File: config.mk
export PLATFORM = sky130hd
export DESIGN_NAME = frame_budget_quality_governor_top
export DESIGN_NICKNAME = d
export VERILOG_FILES = /design/src/design/fbqg_pkg.sv /design/src/design/fbqg_levers.sv /design/src/design/frame_budget_quality_governor_top.sv
export SDC_FILE = /design/constraint.sdc
export NUM_CORES = 2
export LEC_CHECK = 0
export BUFFER_PORTS_ARGS = -buffer_cell sky130_fd_sc_hd__buf_4
export CAP_MARGIN = 25
export CORE_MARGIN = 5
export CORE_UTILIZATION = 60
export CTS_BUF_LIST = sky130_fd_sc_hd__clkbuf_4
export DETAILED_ROUTE_END_ITERATION = 8
export GPL_TIMING_DRIVEN = 0
export MAX_ROUTING_LAYER = met4
export PLACE_DENSITY = 0.78
export SETUP_SLACK_MARGIN = 0.15
export SLEW_MARGIN = 0
export SYNTH_ARGS = -nofsm -noshare
export SYNTH_HDL_FRONTEND = slang
export SYNTH_SLANG_ARGS = --single-unit
File: constraint.sdc
create_clock -name clk_i -period 26.2 [get_ports clk_i]
set_input_delay 0 -clock clk_i [delete_from_list [all_inputs] [get_ports clk_i]]
set_output_delay 0 -clock clk_i [all_outputs]
set_load 0.01 [all_outputs]
File: src/design/fbqg_pkg.sv
// ---------------------------------------------------------------------------
// Frame budget quality governor package
// Shared types, register indexes and constants of the governor.
// ---------------------------------------------------------------------------
`default_nettype none

package fbqg_pkg;

  // Full quality in Q12
  localparam logic [12:0] FULL_Q = 13'd4096;

  // Configuration port geometry
  localparam int CFG_IDX_W  = 3;
  localparam int CFG_DATA_W = 16;

  // Configuration register indexes
  localparam logic [CFG_IDX_W-1:0] CFG_ALLOCATION_TIME   = 3'd0;
  localparam logic [CFG_IDX_W-1:0] CFG_PINNED_MODE       = 3'd1;
  localparam logic [CFG_IDX_W-1:0] CFG_REDUCE_THRESHOLD  = 3'd2;
  localparam logic [CFG_IDX_W-1:0] CFG_RESTORE_THRESHOLD = 3'd3;
  localparam logic [CFG_IDX_W-1:0] CFG_ADJUST_RATE       = 3'd4;
  localparam logic [CFG_IDX_W-1:0] CFG_CRITICAL_FLOOR    = 3'd5;

  // Input transaction
  typedef struct packed {
    logic [15:0] measured_time;
    logic [15:0] elapsed_time;
  } in_t;

  // Output transaction, one per class
  typedef struct packed {
    logic [2:0]  class_index;
    logic [12:0] spawn_gain;
    logic [13:0] simulation_rate;
    logic [12:0] cap_gain;
    logic [1:0]  collision_tier;
    logic [1:0]  feature_tier;
    logic [1:0]  detail_bias;
    logic        sorting_on;
    logic [6:0]  changed_mask;
    logic [1:0]  status;
    logic [3:0]  reduced_class;
    logic        last;
  } out_t;

  // Lever values derived from one quality
  typedef struct packed {
    logic [12:0] spawn_gain;
    logic [13:0] simulation_rate;
    logic [12:0] cap_gain;
    logic [1:0]  collision_tier;
    logic [1:0]  feature_tier;
    logic [1:0]  detail_bias;
    logic        sorting_on;
  } levers_t;

  // Sequencer states
  typedef enum logic [3:0] {
    ST_IDLE,
    ST_MUL_STEP,
    ST_MUL_RED,
    ST_MUL_RES,
    ST_DECIDE,
    ST_SEARCH,
    ST_MASK_OLD,
    ST_MASK_NEW,
    ST_SCAN,
    ST_LOAD,
    ST_OUT
  } state_e;

endpackage

`default_nettype wire

File: src/design/fbqg_levers.sv
// ---------------------------------------------------------------------------
// Quality lever unit
// Maps one Q12 quality to spawn, rate and cap scales, tiers, LOD bias and
// the sorting flag.
// ---------------------------------------------------------------------------
`default_nettype none

module fbqg_levers (
  input  wire logic [12:0]       quality_i,
  output fbqg_pkg::levers_t      levers_o
);

  localparam logic [24:0] SPAWN_SPAN = 25'd3482;
  localparam logic [25:0] RATE_SPAN  = 26'd13312;
  localparam logic [23:0] CAP_SPAN   = 24'd3277;

  logic [24:0] spawn_p;
  logic [25:0] rate_p;
  logic [23:0] cap_p;
  logic [12:0] lost_q;
  logic [13:0] lod_p;

  // Interpolate with half-up rounding
  assign spawn_p = 25'(quality_i) * SPAWN_SPAN + 25'd2048;
  assign rate_p  = 26'(quality_i) * RATE_SPAN + 26'd2048;
  assign cap_p   = 24'(quality_i) * CAP_SPAN + 24'd2048;
  assign lost_q  = fbqg_pkg::FULL_Q - quality_i;
  assign lod_p   = 14'(lost_q) * 14'd3;

  always_comb begin
    levers_o.spawn_gain      = 13'd614 + spawn_p[24:12];
    levers_o.simulation_rate = 14'd2048 + rate_p[25:12];
    levers_o.cap_gain        = 13'd819 + {1'b0, cap_p[23:12]};
    levers_o.collision_tier  = (quality_i > 13'd3072) ? 2'd3 :
                               (quality_i > 13'd2048) ? 2'd2 :
                               (quality_i > 13'd1024) ? 2'd1 : 2'd0;
    levers_o.feature_tier    = (quality_i > 13'd3276) ? 2'd3 :
                               (quality_i > 13'd2252) ? 2'd2 :
                               (quality_i > 13'd1228) ? 2'd1 : 2'd0;
    levers_o.detail_bias     = lod_p[13:12];
    levers_o.sorting_on      = (quality_i > 13'd1638);
  end

endmodule

`default_nettype wire

File: src/design/frame_budget_quality_governor_top.sv
// ---------------------------------------------------------------------------
// Frame budget quality governor
// Per-frame quality control of CLASS_COUNT importance classes against an
// effect time budget, with per-class lever reporting.
// ---------------------------------------------------------------------------
// One input transaction per frame carries the measured effect time and the
// frame delta. The block is stalled until all CLASS_COUNT result
// transactions (class 0 first, last flag on the final class) have been
// taken. A small sequencer drives one shared 16x16 multiplier for the step
// (adjust_rate * elapsed_time) and both threshold products, then walks the
// classes one per cycle: a search for the class to lower or raise, a pass
// through the lever unit for the old and then the updated quality to build
// the change mask, a scan for the floor flag and the first reduced class,
// and one result per cycle out of the output register while the output is
// not stalled. A pinned frame skips the arithmetic, search and scan and
// goes straight to loading its results. Configuration writes take effect
// at once and should only be issued while the block is idle.
// ---------------------------------------------------------------------------
`default_nettype none

module frame_budget_quality_governor_top #(
  parameter int CLASS_COUNT = 4
) (
  input  wire logic                              clk_i,
  input  wire logic                              rst_ni,
  // input channel
  input  wire logic                              in_valid_i,
  output logic                                   in_stall_o,
  input  wire fbqg_pkg::in_t                     in_data_i,
  // output channel
  output logic                                   out_valid_o,
  input  wire logic                              out_stall_i,
  output fbqg_pkg::out_t                         out_data_o,
  // configuration write port
  input  wire logic                              cfg_we_i,
  input  wire logic [fbqg_pkg::CFG_IDX_W-1:0]    cfg_idx_i,
  input  wire logic [fbqg_pkg::CFG_DATA_W-1:0]   cfg_data_i
);

  localparam int                IDX_W        = $clog2(CLASS_COUNT);
  localparam logic [IDX_W-1:0]  LAST_IDX     = IDX_W'(CLASS_COUNT - 1);
  localparam logic [3:0]        NONE_REDUCED = 4'(CLASS_COUNT);

  // Configuration registers
  logic [15:0] alloc_time_q;
  logic        pinned_q;
  logic [9:0]  reduce_thr_q;
  logic [9:0]  restore_thr_q;
  logic [15:0] adjust_rate_q;
  logic [12:0] crit_floor_q;

  // Control state
  fbqg_pkg::state_e  state_q, state_d;
  logic [IDX_W-1:0]  idx_q;
  logic              dir_reduce_q;
  logic [12:0]       qual_q [CLASS_COUNT];
  logic              over_q;
  logic              at_floor_q;
  logic [3:0]        first_red_q;
  logic [6:0]        mask_q;
  logic              out_valid_q;

  // Payload registers
  logic [15:0]       measured_q;
  logic [15:0]       elapsed_q;
  logic [12:0]       step_q;
  logic [25:0]       red_q;
  logic [25:0]       res_q;
  logic [12:0]       old_q_q;
  fbqg_pkg::levers_t lv_old_q;
  fbqg_pkg::out_t    out_data_q;

  // Combinational helpers
  logic              in_fire;
  logic              out_fire;
  logic [15:0]       alloc_eff;
  logic [12:0]       floor_eff;
  logic [IDX_W-1:0]  idx_nx;
  logic [12:0]       q_rd;
  logic [12:0]       cls_floor;
  logic [13:0]       lower_lim;
  logic [13:0]       raise_sum;
  logic [12:0]       lower_q;
  logic [12:0]       raise_q;
  logic [12:0]       new_q;
  logic              hit;
  logic              search_end;
  logic [15:0]       mul_a;
  logic [15:0]       mul_b;
  logic [31:0]       prod;
  logic [12:0]       step_sat;
  logic [25:0]       lhs;
  logic              reduce_go;
  logic              restore_go;
  logic [12:0]       lv_in;
  fbqg_pkg::levers_t lv;
  logic [6:0]        mask_new;
  logic [IDX_W-1:0]  out_idx;
  fbqg_pkg::out_t    out_next;

  assign in_stall_o  = (state_q != fbqg_pkg::ST_IDLE);
  assign in_fire     = in_valid_i & ~in_stall_o;
  assign out_valid_o = out_valid_q;
  assign out_data_o  = out_data_q;
  assign out_fire    = out_valid_q & ~out_stall_i;

  // Zero allocation counts as one; floor saturates at full quality
  assign alloc_eff = (alloc_time_q == 16'd0) ? 16'd1 : alloc_time_q;
  assign floor_eff = (crit_floor_q > fbqg_pkg::FULL_Q) ? fbqg_pkg::FULL_Q : crit_floor_q;

  assign idx_nx    = idx_q + IDX_W'(1);
  assign q_rd      = qual_q[idx_q];
  assign cls_floor = (idx_q == '0) ? floor_eff : 13'd0;

  // Lower toward the floor, raise toward full
  assign lower_lim = {1'b0, cls_floor} + {1'b0, step_q};
  assign raise_sum = {1'b0, q_rd} + {1'b0, step_q};
  assign lower_q   = ({1'b0, q_rd} >= lower_lim) ? (q_rd - step_q) : cls_floor;
  assign raise_q   = (raise_sum > {1'b0, fbqg_pkg::FULL_Q}) ? fbqg_pkg::FULL_Q
                                                             : raise_sum[12:0];
  assign new_q      = dir_reduce_q ? lower_q : raise_q;
  assign hit        = dir_reduce_q ? (q_rd > cls_floor) : (q_rd < fbqg_pkg::FULL_Q);
  assign search_end = dir_reduce_q ? (idx_q == '0) : (idx_q == LAST_IDX);

  // Shared multiplier
  always_comb begin
    case (state_q)
      fbqg_pkg::ST_MUL_STEP: begin
        mul_a = adjust_rate_q;
        mul_b = elapsed_q;
      end
      fbqg_pkg::ST_MUL_RED: begin
        mul_a = 16'(reduce_thr_q);
        mul_b = alloc_eff;
      end
      default: begin
        mul_a = 16'(restore_thr_q);
        mul_b = alloc_eff;
      end
    endcase
  end

  assign prod     = 32'(mul_a) * 32'(mul_b);
  assign step_sat = (prod[31:16] > 16'(fbqg_pkg::FULL_Q)) ? fbqg_pkg::FULL_Q
                                                          : prod[28:16];

  // Ratio test by cross-multiplication: measured*256 against thr*alloc
  assign lhs        = {2'b00, measured_q, 8'h00};
  assign reduce_go  = (lhs > red_q);
  assign restore_go = ~reduce_go & (lhs < res_q);

  // Lever unit input: old quality, updated quality or the class to report
  always_comb begin
    case (state_q)
      fbqg_pkg::ST_MASK_OLD: lv_in = old_q_q;
      fbqg_pkg::ST_OUT:      lv_in = qual_q[idx_nx];
      default:               lv_in = q_rd;
    endcase
  end

  fbqg_levers u_levers (
    .quality_i (lv_in),
    .levers_o  (lv)
  );

  assign mask_new = {lv.sorting_on      != lv_old_q.sorting_on,
                     lv.detail_bias     != lv_old_q.detail_bias,
                     lv.feature_tier    != lv_old_q.feature_tier,
                     lv.collision_tier  != lv_old_q.collision_tier,
                     lv.cap_gain        != lv_old_q.cap_gain,
                     lv.simulation_rate != lv_old_q.simulation_rate,
                     lv.spawn_gain      != lv_old_q.spawn_gain};

  // Build the result for the class about to be loaded
  assign out_idx = (state_q == fbqg_pkg::ST_OUT) ? idx_nx : idx_q;

  always_comb begin
    out_next.class_index     = 3'(out_idx);
    out_next.spawn_gain      = lv.spawn_gain;
    out_next.simulation_rate = lv.simulation_rate;
    out_next.cap_gain        = lv.cap_gain;
    out_next.collision_tier  = lv.collision_tier;
    out_next.feature_tier    = lv.feature_tier;
    out_next.detail_bias     = lv.detail_bias;
    out_next.sorting_on      = lv.sorting_on;
    out_next.changed_mask    = mask_q;
    out_next.status          = {at_floor_q, over_q};
    out_next.reduced_class   = first_red_q;
    out_next.last            = (out_idx == LAST_IDX);
  end

  // Next state
  always_comb begin
    state_d = state_q;
    case (state_q)
      fbqg_pkg::ST_IDLE: begin
        if (in_fire) begin
          state_d = pinned_q ? fbqg_pkg::ST_LOAD : fbqg_pkg::ST_MUL_STEP;
        end
      end
      fbqg_pkg::ST_MUL_STEP: state_d = fbqg_pkg::ST_MUL_RED;
      fbqg_pkg::ST_MUL_RED:  state_d = fbqg_pkg::ST_MUL_RES;
      fbqg_pkg::ST_MUL_RES:  state_d = fbqg_pkg::ST_DECIDE;
      fbqg_pkg::ST_DECIDE: begin
        state_d = (reduce_go | restore_go) ? fbqg_pkg::ST_SEARCH : fbqg_pkg::ST_SCAN;
      end
      fbqg_pkg::ST_SEARCH: begin
        if (hit) begin
          state_d = fbqg_pkg::ST_MASK_OLD;
        end else if (search_end) begin
          state_d = fbqg_pkg::ST_SCAN;
        end
      end
      fbqg_pkg::ST_MASK_OLD: state_d = fbqg_pkg::ST_MASK_NEW;
      fbqg_pkg::ST_MASK_NEW: state_d = fbqg_pkg::ST_SCAN;
      fbqg_pkg::ST_SCAN: begin
        if (idx_q == LAST_IDX) begin
          state_d = fbqg_pkg::ST_LOAD;
        end
      end
      fbqg_pkg::ST_LOAD: state_d = fbqg_pkg::ST_OUT;
      fbqg_pkg::ST_OUT: begin
        if (out_fire && (idx_q == LAST_IDX)) begin
          state_d = fbqg_pkg::ST_IDLE;
        end
      end
      default: state_d = fbqg_pkg::ST_IDLE;
    endcase
  end

  always_ff @(posedge clk_i or negedge rst_ni) begin
    if (!rst_ni) begin
      state_q <= fbqg_pkg::ST_IDLE;
    end else begin
      state_q <= state_d;
    end
  end

  // Configuration registers
  always_ff @(posedge clk_i or negedge rst_ni) begin
    if (!rst_ni) begin
      alloc_time_q  <= 16'd2048;
      pinned_q      <= 1'b0;
      reduce_thr_q  <= 10'd256;
      restore_thr_q <= 10'd205;
      adjust_rate_q <= 16'd2048;
      crit_floor_q  <= 13'd1024;
    end else if (cfg_we_i) begin
      case (cfg_idx_i)
        fbqg_pkg::CFG_ALLOCATION_TIME:   alloc_time_q  <= cfg_data_i;
        fbqg_pkg::CFG_PINNED_MODE:       pinned_q      <= cfg_data_i[0];
        fbqg_pkg::CFG_REDUCE_THRESHOLD:  reduce_thr_q  <= cfg_data_i[9:0];
        fbqg_pkg::CFG_RESTORE_THRESHOLD: restore_thr_q <= cfg_data_i[9:0];
        fbqg_pkg::CFG_ADJUST_RATE:       adjust_rate_q <= cfg_data_i;
        fbqg_pkg::CFG_CRITICAL_FLOOR:    crit_floor_q  <= cfg_data_i[12:0];
        default: begin
        end
      endcase
    end
  end

  // Governor state and sequencing
  always_ff @(posedge clk_i or negedge rst_ni) begin
    if (!rst_ni) begin
      idx_q        <= '0;
      dir_reduce_q <= 1'b0;
      for (int i = 0; i < CLASS_COUNT; i++) begin
        qual_q[i] <= fbqg_pkg::FULL_Q;
      end
      over_q       <= 1'b0;
      at_floor_q   <= 1'b0;
      first_red_q  <= NONE_REDUCED;
      mask_q       <= 7'd0;
      out_valid_q  <= 1'b0;
    end else begin
      case (state_q)
        fbqg_pkg::ST_IDLE: begin
          if (in_fire) begin
            idx_q  <= '0;
            over_q <= (in_data_i.measured_time > alloc_eff);
            mask_q <= 7'd0;
            // Restart the scan accumulators; pinned frames hold them
            if (!pinned_q) begin
              at_floor_q  <= 1'b1;
              first_red_q <= NONE_REDUCED;
            end
          end
        end
        fbqg_pkg::ST_DECIDE: begin
          dir_reduce_q <= reduce_go;
          idx_q        <= reduce_go ? LAST_IDX : '0;
        end
        fbqg_pkg::ST_SEARCH: begin
          if (hit) begin
            qual_q[idx_q] <= new_q;
          end else if (search_end) begin
            idx_q <= '0;
          end else begin
            idx_q <= dir_reduce_q ? (idx_q - IDX_W'(1)) : idx_nx;
          end
        end
        fbqg_pkg::ST_MASK_NEW: begin
          mask_q <= mask_new;
          idx_q  <= '0;
        end
        fbqg_pkg::ST_SCAN: begin
          if (q_rd > cls_floor) begin
            at_floor_q <= 1'b0;
          end
          if ((q_rd < fbqg_pkg::FULL_Q) && (first_red_q == NONE_REDUCED)) begin
            first_red_q <= 4'(idx_q);
          end
          idx_q <= (idx_q == LAST_IDX) ? '0 : idx_nx;
        end
        fbqg_pkg::ST_LOAD: begin
          out_valid_q <= 1'b1;
        end
        fbqg_pkg::ST_OUT: begin
          if (out_fire) begin
            if (idx_q == LAST_IDX) begin
              out_valid_q <= 1'b0;
            end else begin
              idx_q <= idx_nx;
            end
          end
        end
        default: begin
        end
      endcase
    end
  end

  // Payload registers
  always_ff @(posedge clk_i) begin
    case (state_q)
      fbqg_pkg::ST_IDLE: begin
        if (in_fire) begin
          measured_q <= in_data_i.measured_time;
          elapsed_q  <= in_data_i.elapsed_time;
        end
      end
      fbqg_pkg::ST_MUL_STEP: step_q <= step_sat;
      fbqg_pkg::ST_MUL_RED:  red_q  <= prod[25:0];
      fbqg_pkg::ST_MUL_RES:  res_q  <= prod[25:0];
      fbqg_pkg::ST_SEARCH: begin
        if (hit) begin
          old_q_q <= q_rd;
        end
      end
      fbqg_pkg::ST_MASK_OLD: lv_old_q <= lv;
      fbqg_pkg::ST_LOAD:     out_data_q <= out_next;
      fbqg_pkg::ST_OUT: begin
        // Advance to the next class once the current transaction is taken
        if (out_fire && (idx_q != LAST_IDX)) begin
          out_data_q <= out_next;
        end
      end
      default: begin
      end
    endcase
  end

endmodule

`default_nettype wire

==> flow_summary.yaml <==
logic_synthesis:
  cell_types_with_the_highest_counts_after_synthesis: "inv_1, ha_1, nand2_1, fa_1, edfxtp_1"
  number_of_flops_mapped_to_enable_cells_by_yosys: 219
  synth_cell_type_count: 88
  mappedNetlistArea_um2: 34500
  synth.top_cells.by_area: "edfxtp_1, fa_1, ha_1, dfrtp_1, inv_1"
  synth_seq_cells: 357
  synthesis_warning_total: 0
  synth_cells: 3395
  synthMostInstantiatedCell: "inv_1"
  synth.top_cell.area_share: 0.190
  syn_avg_cell_area_um2: 10.2
  yosys_most_used_dff: "edfxtp_1"
  ys_async_sr_fraction: 0.387
  synth_top_area_cell: "edfxtp_1"
  synth_sequential_area_ratio: 0.291
critical_path:
  worstSetupEndpointType: "flip-flop"
  cp_slowest_stage_delay_ps: 690
  crit_path_arrival_time_ps: 12580
  reg2regPathDepth: 35
  reg_to_reg_setup_timing_slack_ps: 14390
  critPathKind: "flip-flop to flip-flop"
  cp.required_ps: 26970
  critPathSlowestCell: "buf_1"
  capture_instance_of_the_worst_register_to_register_path: "mask_q[0]$_DFFE_PN0P_"
  cpMostUsedCell: "inv_1"
  critPathLaunchType: "flip-flop"
  timing.rr.start: "idx_q[0]$_DFFE_PN0P_"
  crit_fanout: 10
floorplanning:
  initial_utilization: 0.602
  core_region_area_um2: 57400
  fp.dieW_um: 250
  die_h_um: 250
  placement_rows: 88
  floorplan.io_pins: 122
  die_area_um2: 62500
cts:
  tritoncts: "yes"
  clock_latency_ps: 920
  cts_buffer_depth: 3
  cts_inserted_buffers: 95
  cts_htree_levels: 3
  post_cts_setup_buffer_count: 0
  numClockSinks: 357
  cts_hold_buffers: 128
  clock_root_buffer_master: "clkbuf_4"
  cts-resized-gates: 0
  clkSlewWorstSetupHoldPaths_ps: 80
cells_and_area:
  regArea_um2: 10000
  synthToLayoutAreaGrowth_pct: 13.5
  fin_nets: 4523
  drive_above_1_share: 0.119
  n_fill_cell: 4331
  multi_input_area_um2: 22100
worst_hold_path:
  hold_path_startpoint: "in_valid_i"
  hold-path-cell-count: 4
  hold-path-endpoint: "at_floor_q$_DFFE_PN0P_"
  hold_path.class: "input pin to flip-flop"
timing:
  final-hold-violation-count: 0
  finalClockSkew_ps: 112
  timing.max_slew.rel_slack: 0.255
  timing.final.setup_violations: 0
  grt_setup_unrepaired: "false"
  final.period_utilization: 0.451
  worst_slew_pin_slew_ps: 1100
  timing.setup.tns_ps: 0
  timing.final.crit_period_ps: 11810
  clock.fmax_mhz: 84.7
  finalMaxSlewViolations: 0
global_route:
  grt_residual_overflow: 0
  pin_count_of_the_biggest_net_entering_global_routing: 72
  grt_pass1_vias: 27800
  all_layer_global_routing_usage: 0.303
  grt_pass1_wl_um: 147000
  grt_antenna_before_repair: 2
run:
  maxCapViolCount: 0
detailed_routing:
  drt_pass1_iterations: 6
  vias_per_cell: 5.76
  route.final.wire_length_um: 91300
  initialDrtViolationCount: 2117
  detail_route.wl_per_cell_um: 19.9
  drc: 0
  vias: 26500
  antenna_left: 0
placed_design:
  post-dp-hpwl_um: 69300
  gp_congestion: 1.02
  port-buffer-count: 119
run_status:
  status: "finished, final reports clean"
[final cells by class]
| cell class | instances | share of cell area |
|---|---|---|
| Clock buffer | 150 | 0.0287 |
| Sequential cell | 357 | 0.256 |
| Antenna cell | 3 | 0.000191 |
| Multi-Input combinational cell | 2390 | 0.563 |
| Buffer | 81 | 0.00823 |
| Timing Repair Buffer | 257 | 0.0604 |
| Inverter | 568 | 0.0544 |
| Clock inverter | 29 | 0.00469 |
| Tap cell | 765 | 0.0244 |
[kinds of logic after synthesis]
group / share of synthesized area
and+or+nand+nor: 0.110
adders and majority gates: 0.323
buffers and inverters: 0.0710
AOI/OAI and AO/OA: 0.103
DFF: 0.291
xor gates and xnor gates: 0.0487
muxes: 0.0539
other: 0.000109
[critical path: cells and delay by family, from the launching register on]
family	cells	cell delay, ps
AO/OA/AOI/OAI	8	2200
XOR/XNOR	3	730
adder cells (fa/ha/maj)	8	3480
buffers and inverters	11	3330
flip-flops	1	430
AND/OR/NAND/NOR	5	1540
[registers in the layout, summed over array words and instances, names as in the netlist, 7 cells and up]
name,count
res_q,26
restore_thr_q,10
red_q,26
qual_q,52
crit_floor_q,13
mask_q,7
adjust_rate_q,16
old_q_q,13
lv_old_q,47
measured_q,16
reduce_thr_q,10
out_data_o,62
step_q,13
alloc_time_q,16
elapsed_q,16
[routing by layer]
layer | vias to the layer above | track usage | part of all wire
li1 | 12300 | - | -
met1 | 12700 | 0.357 | 0.38
met2 | 1126 | 0.507 | 0.48
met3 | 332 | 0.0594 | 0.083
met4 | 0 | 0.138 | 0.052
met5 | - | - | 0
[stage by stage]
stage	worst slack [ps]	instances	hold slack, ps	util	cell area [um^2]
2_1_floorplan	16570	3396	-296	-	34500
3_3_place_gp	14530	4280	178	0.635	36400
3_5_place_dp	14420	4290	110	0.638	36600
4_1_cts	14450	4597	28.9	0.683	39200
5_1_grt	13630	4600	70.0	0.684	39200
6_report	14390	4600	99.3	0.684	39200
[cells in the final DEF, fill, tap and decap left out, types with 48 or more instances in the layout]
cell type      Yosys  layout
dlygate4sd3_1      0     127
nor2_1           156     156
fa_1             289     289
ha_1             428     428
nand2_1          313     313
clkbuf_4           0     150
and3_1            59      59
clkbuf_1          66      64
dfrtp_1          124     124
xor2_1            74      74
a21oi_1          118     117
nand3_1           48      48
edfxtp_1         219     219
xnor2_1          115     115
buf_4              2     121
inv_1            568     568
mux2_2           102     102
o21ai_0           93      93
a21o_1            70      70
[worst max path at each step]
stage | end | startpoint | depth (start not counted)
after floorplan | mask_q[0]$_DFFE_PN0P_ | idx_q[0]$_DFFE_PN0P_ | 35
after global placement | step_q[1]$_SDFFCE_PN0N_ | state_q[0]$_DFFE_PN0P_ | 34
after detailed placement | mask_q[0]$_DFFE_PN0P_ | idx_q[0]$_DFFE_PN0P_ | 33
after CTS | mask_q[0]$_DFFE_PN0P_ | idx_q[0]$_DFFE_PN0P_ | 35
after global routing | mask_q[0]$_DFFE_PN0P_ | idx_q[0]$_DFFE_PN0P_ | 35
final | mask_q[0]$_DFFE_PN0P_ | idx_q[0]$_DFFE_PN0P_ | 35
Power is not shown: default switching activity piles up to over one toggle a cycle in this logic, so the estimate is an artifact.
